`src/sed_pkg.sv`:
```
// Package with the item types, byte codes and character helpers of the string escape decoder.
`default_nettype none

package sed_pkg;

    // One raw byte of a quoted token.
    typedef struct packed {
        logic [7:0] token_byte;
        logic       first_of_token;
        logic       last_of_token;
    } tok_item_t;

    // One decoded result.
    typedef struct packed {
        logic [7:0] byte_value;
        logic       byte_valid;
        logic [1:0] report;
        logic       literal_done;
        logic       last_in_run;
    } res_item_t;

    // Report codes.
    localparam logic [1:0] REP_NONE       = 2'd0;
    localparam logic [1:0] REP_UNKNOWN    = 2'd1;
    localparam logic [1:0] REP_HEX_NODIG  = 2'd2;
    localparam logic [1:0] REP_FRAMING    = 2'd3;

    // Characters that the decoder looks for.
    localparam logic [7:0] CH_QUOTE     = 8'h22;
    localparam logic [7:0] CH_APOS      = 8'h27;
    localparam logic [7:0] CH_BACKSLASH = 8'h5C;
    localparam logic [7:0] CH_ZERO      = 8'h30;
    localparam logic [7:0] CH_SEVEN     = 8'h37;
    localparam logic [7:0] CH_NINE      = 8'h39;
    localparam logic [7:0] CH_UPPER_A   = 8'h41;
    localparam logic [7:0] CH_UPPER_F   = 8'h46;
    localparam logic [7:0] CH_LOWER_A   = 8'h61;
    localparam logic [7:0] CH_LOWER_F   = 8'h66;
    localparam logic [7:0] CH_LOWER_B   = 8'h62;
    localparam logic [7:0] CH_LOWER_E   = 8'h65;
    localparam logic [7:0] CH_LOWER_N   = 8'h6E;
    localparam logic [7:0] CH_LOWER_R   = 8'h72;
    localparam logic [7:0] CH_LOWER_T   = 8'h74;
    localparam logic [7:0] CH_LOWER_V   = 8'h76;
    localparam logic [7:0] CH_LOWER_X   = 8'h78;
    localparam logic [7:0] CH_UPPER_X   = 8'h58;

    // Codes produced by the single-letter escapes.
    localparam logic [7:0] CODE_LF  = 8'h0A;
    localparam logic [7:0] CODE_TAB = 8'h09;
    localparam logic [7:0] CODE_CR  = 8'h0D;
    localparam logic [7:0] CODE_FF  = 8'h0C;
    localparam logic [7:0] CODE_BS  = 8'h08;
    localparam logic [7:0] CODE_BEL = 8'h07;
    localparam logic [7:0] CODE_VT  = 8'h0B;
    localparam logic [7:0] CODE_ESC = 8'h1B;

    // Hex digit test and value: bit 4 set means the byte is a hex digit.
    function automatic logic [4:0] hex_digit(input logic [7:0] b);
        logic [7:0] d;
        begin
            d = 8'd0;
            if (b >= CH_ZERO && b <= CH_NINE) begin
                d = b - CH_ZERO;
                hex_digit = {1'b1, d[3:0]};
            end else if (b >= CH_LOWER_A && b <= CH_LOWER_F) begin
                d = b - CH_LOWER_A + 8'd10;
                hex_digit = {1'b1, d[3:0]};
            end else if (b >= CH_UPPER_A && b <= CH_UPPER_F) begin
                d = b - CH_UPPER_A + 8'd10;
                hex_digit = {1'b1, d[3:0]};
            end else begin
                hex_digit = 5'd0;
            end
        end
    endfunction

    // Single-letter escape table: bit 8 set means the letter is known.
    function automatic logic [8:0] letter_code(input logic [7:0] b);
        begin
            unique case (b)
                CH_LOWER_N:   letter_code = {1'b1, CODE_LF};
                CH_LOWER_T:   letter_code = {1'b1, CODE_TAB};
                CH_LOWER_R:   letter_code = {1'b1, CODE_CR};
                CH_LOWER_F:   letter_code = {1'b1, CODE_FF};
                CH_LOWER_B:   letter_code = {1'b1, CODE_BS};
                CH_LOWER_A:   letter_code = {1'b1, CODE_BEL};
                CH_LOWER_V:   letter_code = {1'b1, CODE_VT};
                CH_LOWER_E:   letter_code = {1'b1, CODE_ESC};
                CH_BACKSLASH: letter_code = {1'b1, CH_BACKSLASH};
                CH_QUOTE:     letter_code = {1'b1, CH_QUOTE};
                CH_APOS:      letter_code = {1'b1, CH_APOS};
                default:      letter_code = {1'b0, b};
            endcase
        end
    endfunction

    function automatic res_item_t make_res(input logic [7:0] val, input logic valid,
                                           input logic [1:0] rep, input logic done);
        res_item_t r;
        begin
            r.byte_value   = valid ? val : 8'd0;
            r.byte_valid   = valid;
            r.report       = rep;
            r.literal_done = done;
            r.last_in_run  = 1'b0;
            make_res = r;
        end
    endfunction

endpackage

`default_nettype wire

```
`src/string_escape_decoder_top.sv`:
```
// Top level of the string escape decoder: input register, escape decode and result queue.
`default_nettype none

// Decodes the raw bytes of a quoted string token, one byte per item, into byte values,
// with escape, hex, octal and framing handling. An item is taken every cycle while
// tok_stall is low; it sits in the input register, is decoded in a single pass, and
// its results enter a two-entry result queue, which drives the result port. The result
// port delivers one result per cycle while res_stall is low, so an item that gives two
// results (a numeric escape closed by another byte, or a closing byte after a pending
// hex or octal escape) stalls the input when the queue has no room for its results;
// other items stall only when the queue is full and its head is not taken.
module string_escape_decoder_top
    import sed_pkg::*;
(
    input  wire logic      clk,
    input  wire logic      rst_n,
    input  wire logic      tok_valid,
    output logic           tok_stall,
    input  wire tok_item_t tok,
    output logic           res_valid,
    input  wire logic      res_stall,
    output res_item_t      res
);

    typedef enum logic [5:0] {
        MODE_IDLE = 6'b000001,
        MODE_BODY = 6'b000010,
        MODE_ESC  = 6'b000100,
        MODE_HEX0 = 6'b001000,
        MODE_HEXN = 6'b010000,
        MODE_OCT  = 6'b100000
    } mode_t;

    // Input register.
    tok_item_t in_reg;
    logic      in_vld_reg;

    // Token state.
    mode_t      mode_reg, mode_next;
    logic [7:0] acc_reg, acc_next;
    logic [1:0] ocnt_reg, ocnt_next;
    logic       rej_reg, rej_next;

    // Result queue.
    res_item_t q_reg [2];
    res_item_t q_next [2];
    logic [1:0] qcnt_reg, qcnt_next;

    // Decode outputs.
    res_item_t r0, r1;
    logic [1:0] nres;

    logic       pop;
    logic       fire;
    logic       accept;
    logic [1:0] cnt_p;
    res_item_t  qp0, qp1;

    logic [7:0] b;
    logic [4:0] hx;
    logic [8:0] lc;
    logic       is_oct;
    logic       bad;
    logic       body_emit;
    res_item_t  body_res;
    mode_t      body_mode;
    logic [7:0] oct_acc;

    assign res_valid = (qcnt_reg != 2'd0);
    assign res       = q_reg[0];
    assign pop       = res_valid && !res_stall;
    assign cnt_p     = qcnt_reg - {1'b0, pop};

    // The decode may only retire when the queue has room for every result it makes.
    assign fire      = in_vld_reg && (({1'b0, nres} + {1'b0, cnt_p}) <= 3'd2);
    assign tok_stall = in_vld_reg && !fire;
    assign accept    = tok_valid && !tok_stall;

    assign b         = in_reg.token_byte;
    assign hx        = hex_digit(b);
    assign lc        = letter_code(b);
    assign is_oct    = (b >= CH_ZERO) && (b <= CH_SEVEN);
    assign bad       = rej_reg || (b != CH_QUOTE);
    assign body_emit = (b != CH_BACKSLASH);
    assign body_res  = make_res(b, 1'b1, REP_NONE, 1'b0);
    assign body_mode = body_emit ? MODE_BODY : MODE_ESC;
    assign oct_acc   = {acc_reg[4:0], b[2:0]};

    always_comb
    begin
        mode_next = mode_reg;
        acc_next  = acc_reg;
        ocnt_next = ocnt_reg;
        rej_next  = rej_reg;
        r0        = '0;
        r1        = '0;
        nres      = 2'd0;

        if (in_reg.first_of_token) begin
            mode_next = MODE_IDLE;
            acc_next  = 8'd0;
            ocnt_next = 2'd0;
            rej_next  = 1'b0;
            if (in_reg.last_of_token) begin
                r0   = make_res(8'd0, 1'b0, REP_FRAMING, 1'b1);
                nres = 2'd1;
            end else begin
                rej_next  = (b != CH_QUOTE);
                mode_next = MODE_BODY;
            end
        end else if (mode_reg == MODE_IDLE) begin
            mode_next = MODE_IDLE;
        end else if (in_reg.last_of_token) begin
            // Closing byte: flush any pending escape, then the done result.
            mode_next = MODE_IDLE;
            acc_next  = 8'd0;
            ocnt_next = 2'd0;
            rej_next  = 1'b0;
            r0   = make_res(8'd0, 1'b0, bad ? REP_FRAMING : REP_NONE, 1'b1);
            nres = 2'd1;
            if (!rej_reg) begin
                unique case (mode_reg) inside
                    MODE_ESC:
                    begin
                        r0 = make_res(CH_QUOTE, !bad, bad ? REP_FRAMING : REP_NONE, 1'b1);
                    end
                    MODE_HEX0:
                    begin
                        r1   = r0;
                        r0   = make_res(8'd0, 1'b0, REP_HEX_NODIG, 1'b0);
                        nres = 2'd2;
                    end
                    MODE_HEXN, MODE_OCT:
                    begin
                        r1   = r0;
                        r0   = make_res(acc_reg, 1'b1, REP_NONE, 1'b0);
                        nres = 2'd2;
                    end
                    default:
                    begin
                    end
                endcase
            end
        end else if (!rej_reg) begin
            unique case (mode_reg)
                MODE_ESC:
                begin
                    mode_next = MODE_BODY;
                    if (b == CH_LOWER_X || b == CH_UPPER_X) begin
                        mode_next = MODE_HEX0;
                        acc_next  = 8'd0;
                    end else if (lc[8]) begin
                        r0   = make_res(lc[7:0], 1'b1, REP_NONE, 1'b0);
                        nres = 2'd1;
                    end else if (is_oct) begin
                        mode_next = MODE_OCT;
                        acc_next  = {5'd0, b[2:0]};
                        ocnt_next = 2'd1;
                    end else begin
                        r0   = make_res(b, 1'b1, REP_UNKNOWN, 1'b0);
                        nres = 2'd1;
                    end
                end
                MODE_HEX0:
                begin
                    if (hx[4]) begin
                        acc_next  = {4'd0, hx[3:0]};
                        mode_next = MODE_HEXN;
                    end else begin
                        r0        = make_res(8'd0, 1'b0, REP_HEX_NODIG, 1'b0);
                        r1        = body_res;
                        nres      = body_emit ? 2'd2 : 2'd1;
                        mode_next = body_mode;
                    end
                end
                MODE_HEXN:
                begin
                    if (hx[4]) begin
                        acc_next = {acc_reg[3:0], hx[3:0]};
                    end else begin
                        r0        = make_res(acc_reg, 1'b1, REP_NONE, 1'b0);
                        r1        = body_res;
                        nres      = body_emit ? 2'd2 : 2'd1;
                        mode_next = body_mode;
                    end
                end
                MODE_OCT:
                begin
                    if (is_oct) begin
                        acc_next  = oct_acc;
                        ocnt_next = ocnt_reg + 2'd1;
                        // The third digit closes the escape at once.
                        if (ocnt_reg == 2'd2) begin
                            r0        = make_res(oct_acc, 1'b1, REP_NONE, 1'b0);
                            nres      = 2'd1;
                            ocnt_next = 2'd0;
                            mode_next = MODE_BODY;
                        end
                    end else begin
                        r0        = make_res(acc_reg, 1'b1, REP_NONE, 1'b0);
                        r1        = body_res;
                        nres      = body_emit ? 2'd2 : 2'd1;
                        ocnt_next = 2'd0;
                        mode_next = body_mode;
                    end
                end
                default:
                begin
                    r0        = body_res;
                    nres      = body_emit ? 2'd1 : 2'd0;
                    mode_next = body_mode;
                end
            endcase
        end

        if (nres == 2'd1) begin
            r0.last_in_run = 1'b1;
        end
        if (nres == 2'd2) begin
            r1.last_in_run = 1'b1;
        end
    end

    // Queue update: pop the head, then append this item's results behind what is left.
    always_comb
    begin
        qp0       = pop ? q_reg[1] : q_reg[0];
        qp1       = q_reg[1];
        q_next[0] = qp0;
        q_next[1] = qp1;
        qcnt_next = cnt_p;
        if (fire) begin
            qcnt_next = cnt_p + nres;
            case (cnt_p)
                2'd0:
                begin
                    q_next[0] = r0;
                    q_next[1] = r1;
                end
                2'd1:
                begin
                    q_next[1] = r0;
                end
                default:
                begin
                end
            endcase
        end
    end

    always_ff @(posedge clk or negedge rst_n)
    begin
        if (!rst_n) begin
            in_vld_reg <= 1'b0;
            mode_reg   <= MODE_IDLE;
            acc_reg    <= 8'd0;
            ocnt_reg   <= 2'd0;
            rej_reg    <= 1'b0;
            qcnt_reg   <= 2'd0;
        end else begin
            if (accept) begin
                in_vld_reg <= 1'b1;
            end else if (fire) begin
                in_vld_reg <= 1'b0;
            end
            if (fire) begin
                mode_reg <= mode_next;
                acc_reg  <= acc_next;
                ocnt_reg <= ocnt_next;
                rej_reg  <= rej_next;
            end
            qcnt_reg <= qcnt_next;
        end
    end

    always_ff @(posedge clk)
    begin
        if (accept) begin
            in_reg <= tok;
        end
        q_reg[0] <= q_next[0];
        q_reg[1] <= q_next[1];
    end

endmodule

`default_nettype wire

```
`config.mk`:
```
export PLATFORM = sky130hd
export DESIGN_NAME = string_escape_decoder_top
export DESIGN_NICKNAME = d
export VERILOG_FILES = /design/src/sed_pkg.sv /design/src/string_escape_decoder_top.sv
export SDC_FILE = /design/constraint.sdc
export NUM_CORES = 1
export LEC_CHECK = 0
export BUFFER_PORTS_ARGS = -buffer_cell sky130_fd_sc_hd__buf_2
export CAP_MARGIN = 20
export CORE_MARGIN = 2
export CORE_UTILIZATION = 63
export CTS_BUF_LIST = sky130_fd_sc_hd__clkbuf_4 sky130_fd_sc_hd__clkbuf_8
export DETAILED_ROUTE_END_ITERATION = 6
export GPL_TIMING_DRIVEN = 0
export PLACE_DENSITY = 0.83
export RECOVER_POWER = 25
export SLEW_MARGIN = 10
export SYNTH_ARGS = -nofsm -noshare
export SYNTH_HDL_FRONTEND = slang
export SYNTH_SLANG_ARGS = --single-unit
```
`constraint.sdc`:
```
create_clock -name clk -period 4.8 [get_ports clk]
set_input_delay 0.96 -clock clk [delete_from_list [all_inputs] [get_ports clk]]
set_output_delay 0.96 -clock clk [all_outputs]
set_load 0.05 [all_outputs]
```
# After elaboration in Yosys (flattened, before gate mapping)
# Memory sizes are Yosys's and may differ from the RTL's.
# Index checks and enable logic that the tools add are counted.
[totals]
ff_bits = 30
ram_bits = 26
inputBits = 14
output_inout_bits = 15
elab_cells = 185
n_memories = 1
[op_classes]
add_sub_neg = 9
n_lt_le_gt_ge = 8
eq_ne = 37
n_mux = 94
n_reduce_logical = 27
[memory_table]
columns = ["memory", "words", "width", "read_ports", "rd_ports_with_merged_regs", "wr", "line_no", "text"]
rows = [
  ["q_reg", 2, 13, 2, 0, 2, "string_escape_decoder_top.sv:45", "res_item_t q_reg [2];"],
]
[op_table]
columns = ["cell", "n"]
rows = [
  ["$mux 13", 19],
  ["$pmux 9 s11", 1],
  ["$eq 8x7->1 const B", 11],
  ["$mux 8", 10],
  ["$mux 6", 11],
  ["$pmux 13 s2", 2],
  ["$pmux 13 s4", 1],
  ["$mux 2", 21],
  ["$pmux 13 s3", 1],
  ["$pmux 8 s4", 1],
  ["$mux 26", 1],
  ["$ne 4x4->1 const B", 6],
  ["$pmux 6 s4", 1],
  ["$mux 5", 4],
  ["$eq 8x6->1 const B", 2],
  ["$ge 8x7->1 const B", 2],
  ["$le 8x6->1 const B", 2],
  ["$le 8x7->1 const B", 2],
  ["$mux 4", 4],
  ["$mux 1", 14],
  ["$sub 4x1->4 const B", 3],
  ["$ne 5x4->1 const B", 2],
  ["$reduce_and 9->1", 1],
  ["$add 4x4->4 const B", 2],
  ["other kinds (35)", 51],
]

# Depth between registers and ports, before layout
[depth]
depth_word = 19
ltp_mapped = 19

# Worst setup path after synthesis
# No wires, ideal clock.
[synth_timing]
path_kind = "input to output"
start = "in res_stall"
end = "out tok_stall"
t_arrival_ns = 3.452
slack_ns = 0.388
path_stages = 12
cell_sequence = "nand2b_1 clkbuf_1 inv_1 buf_1 ha_1 inv_1 ha_1 inv_1 fa_1 o21ai_0 nand2_1 inv_1"
[synth_via]
elab_chain_len = 8
[synth_rtl]
columns = ["element", "line_no", "text"]
rows = [
  ["from (decl)", "string_escape_decoder_top.sv:21", "input wire logic res_stall,"],
  ["$logic_not 1->1", "string_escape_decoder_top.sv:71", "assign pop = res_valid && !res_stall;"],
  ["$logic_and 1x1->1", "string_escape_decoder_top.sv:71", ""],
  ["$sub 2x1->2", "string_escape_decoder_top.sv:72", "assign cnt_p = qcnt_reg - {1'b0, pop};"],
  ["$add 2x2->3", "string_escape_decoder_top.sv:75", "assign fire = in_vld_reg && (({1'b0, nres} + {1'b0, cnt_p}) <= 3'd2);"],
  ["$le 3x2->1", "string_escape_decoder_top.sv:75", ""],
  ["$logic_and 1x1->1", "string_escape_decoder_top.sv:75", ""],
  ["$logic_not 1->1", "string_escape_decoder_top.sv:76", "assign tok_stall = in_vld_reg && !fire;"],
  ["$logic_and 1x1->1", "string_escape_decoder_top.sv:76", ""],
  ["to (decl)", "string_escape_decoder_top.sv:18", "output logic tok_stall,"],
]
# Every way passes these cells.

# Final worst setup path
[layout_timing]
start = "reg mode_reg[1]"
end = "out tok_stall"
[layout_via]
elab_chain_len = 12
word_cells_on_any_way = 19
[layout_rtl]
columns = ["element", "line_no", "text"]
rows = [
  ["from (decl)", "string_escape_decoder_top.sv:39", "mode_t mode_reg, mode_next;"],
  ["from (signal assigned)", "string_escape_decoder_top.sv:267", "mode_reg <= mode_next;"],
  ["$eq 6x4->1, or another cell as far along", "string_escape_decoder_top.sv:145", "unique case (mode_reg)"],
  ["$reduce_or 2->1 (no source line) or $reduce_or 3->1 (tied branches)", "n/a", ""],
  ["$pmux 2 s3 or $mux 2 (tied branches)", "string_escape_decoder_top.sv:145, string_escape_decoder_top.sv:122", ""],
  ["$mux 2, on equally long branches", "string_escape_decoder_top.sv:144, string_escape_decoder_top.sv:121", ""],
  ["$mux 2", "string_escape_decoder_top.sv:113", "end else if (in_reg.last_of_token) begin"],
  ["$mux 2 *", "string_escape_decoder_top.sv:111", "end else if (mode_reg == MODE_IDLE) begin"],
  ["$mux 2 *", "string_escape_decoder_top.sv:99", "if (in_reg.first_of_token) begin"],
  ["$add 2x2->3 *", "string_escape_decoder_top.sv:75", ""],
  ["$le 3x2->1 *", "string_escape_decoder_top.sv:75", ""],
  ["$logic_and 1x1->1 *", "string_escape_decoder_top.sv:75", ""],
  ["$logic_not 1->1 *", "string_escape_decoder_top.sv:76", ""],
  ["$logic_and 1x1->1 *", "string_escape_decoder_top.sv:76", ""],
]
# Mark *: on every way between the ends. The rest lies on a longest branch, timed or not.

==> metrics.cfg <==
[global_route]
grt_pass1_vias=3574
antenna_found_initial=0
grt_start_max_net_pins=21
grt_pass1_wl_mm=18.1
grtUsageTotal_pct=32.1
grt_overflow=0

[floorplan]
fp.dieArea_sq_mm=0.00693
row_count=28
num_io_pins=29
die_w_microns=83.2
start_util_pct=66.0
die_h_microns=83.2
core_sq_mm=0.00599

[worst_setup_path]
crit_arrival_ns=3.66
worstSetupPathType=flop to primary output
critPathCaptureType=primary output
start_kind=flop
critical_path_peak_fanout=6
cp.required_ns=3.84

[flow_run]
cap_violations=0

[synthesis]
synthesis.area_sq_mm=0.00396
async_flop_share_pct=35.7
post-synth-top-count-cell=nand2_1
synth_top_cells_by_count=nand2_1, nor2_1, o21ai_0, a21oi_1, edfxtp_1
ys_warn_count=0
synthFlopType=edfxtp_1
yosysTopAreaCellShare_pct=17.5
syn_inst=465
syn_area_per_cell_sq_um=8.51
ys_seq_elements=56
synth-edff-count=23
synth_area_leaders=edfxtp_1, dfrtp_1, dfxtp_1
yosysUniqueCellTypes=72
syn-num-nets=487
seq_area_frac_synth_pct=36.7
synth_top_cell_by_area=edfxtp_1

[finish]
layout.nets=526
largest_register_ffs=26
area_growth_pct=11.8
fillCellCount=463
multiInputGateArea_sq_mm=0.00232
regArea_sq_mm=0.00145
stdcell_area_sq_mm=0.00442
final_cells=580
diodes=0
final_util_pct=73.9
drive_above_1_share_pct=20.8

[timing]
drv_slew=0
finalCriticalPeriod_ns=4.62
tightestPinTransition_ns=1.14
slew_headroom_pct=24.1
finalClockSkew_ns=0.0125
layout_worst_path_cycle_share_pct=96.3
rsz0062_at_grt=false
setup_slack_ns=0.177
setup_violations=0
finalHoldViolations=0
fmax_mhz=216

[clock_network]
cts_tree=yes
insertion_delay_ns=0.31
clk_path_buf_depth=2
clk_pin_slew_ns=0.11
cts.sinks=56
htreeDepth=2
cts_made_buffers=5
cts-root-buf=clkbuf_8

[routing]
wl_mm=11.0
wire_per_inst_microns=18.9
met3_length_microns=879
drtPass1Iterations=6
wl_met1_mm=4.55
drt.antenna.violating_nets=0
highest_layer=met4
viasPerCell=6.62
vias=3841
drcViolationCount=0
drt_iter0_markers=471
met2_length_mm=5.11

[power_and_ir_drop]
peakVddDrop_uv=554
powerDensity_mw_per_mm2=650
finalPower_uw=2880
p_leak_uw=0.00179

[place]
place.gp.congestion=0.990
dp_slack_ns=-0.458
place_area_sq_mm=0.00419
hpwlAfterDp_mm=8.30
port_buffers=28
numPlacedInstances=568

[min_path]
hold_class=flop to flop

[run_status]
status=completed

-- through the flow --
step	setup TNS [ns]	hold slack, ns
after global placement	-1.89	0.467
after detailed placement	-3.09	0.471
after global routing	0	0.524
final	0	0.482
after CTS	0	0.487
after floorplan	0	0.451
-- layer usage --
layer,vias up,track usage [%]
met5,-,0
met4,0,13.6
met3,40,4.27
met2,203,52.3
met1,1818,43.0
li1,1780,-
-- path summary, 6_finish.rpt --
kind | from | endpoint | slack [ns] | depth (start not counted)
worst max-delay path | mode_reg[1] | tok_stall | 0.18 | 15
worst min-delay path | q_reg[0][1] | q_reg[0][1] | 0.48 | 2
worst max register to register | b[3] | q_reg[0][11] | 0.44 | 19
worst min register to register | q_reg[0][1] | q_reg[0][1] | 0.48 | 2
max in group asynchronous | rst_n | acc_reg[2] | 3.27 | 1
min in group asynchronous | rst_n | mode_reg[1] | 0.84 | 1
-- cells in the final DEF, fill, tap and decap left out, types with 12 or more instances in the layout --
master / instances
edfxtp_1: 23
nor2_1: 30
buf_4: 25
o21ai_0: 29
buf_2: 30
clkbuf_1: 16
inv_1: 12
nand2_1: 65
dfrtp_1: 19
nor3_1: 12
dfxtp_1: 13
a21oi_1: 25
-- kinds of logic (layout without fill, tap and decap cells) --
logic type	after synthesis	count (layout)	share of synthesized area [%]
AOI/OAI and AO/OA	140	140	24.4
xor gates and xnor gates	4	4	0.886
adders and majority gates	8	8	2.72
buffers and inverters	56	96	6.96
DFF	56	56	36.7
muxes	15	15	4.05
and+or+nand+nor	186	186	24.3
-- layout make-up --
class / instances / area share (%)
inverter: 13 / 1.19
clock inverter: 2 / 0.255
clock buffer: 6 / 1.73
sequential: 56 / 32.8
multi-input combinational: 353 / 52.4
buffer: 39 / 4.89
timing repair buffer: 36 / 4.55
tap: 75 / 2.12
-- report_power, final --
| part | internal [uW] | leakage, uW | total (uW) | switching [uW] |
|---|---|---|---|---|
| clock network | 109 | 0.0000489 | 263 | 154 |
| registers | 737 | 0.000595 | 832 | 94.1 |
| logic | 602 | 0.00114 | 1780 | 1180 |
-- timing repair --
action / in CTS / in global routing
gates resized for setup: 12 / 14
hold buffers: 0 / 0
setup buffers: 1 / 7
pin swaps: 1 / 3
setup endpoints to repair: 20 / 10
cloned: 0 / 0
-- critical path: stages, from the launching register on --
cell and delay [ns]:
dfrtp_1 0.43, or2_2 0.34, or4_1 0.48, buf_2 0.20, a21oi_4 0.21, nor2_1 0.06, o21a_1 0.23, a21oi_2 0.14
inv_1 0.06, ha_1 0.17, inv_1 0.06, fa_1 0.46, o21ai_2 0.17, nand2_1 0.10, inv_1 0.06, buf_4 0.18
Note: power is estimated with default switching activity, not from simulation.
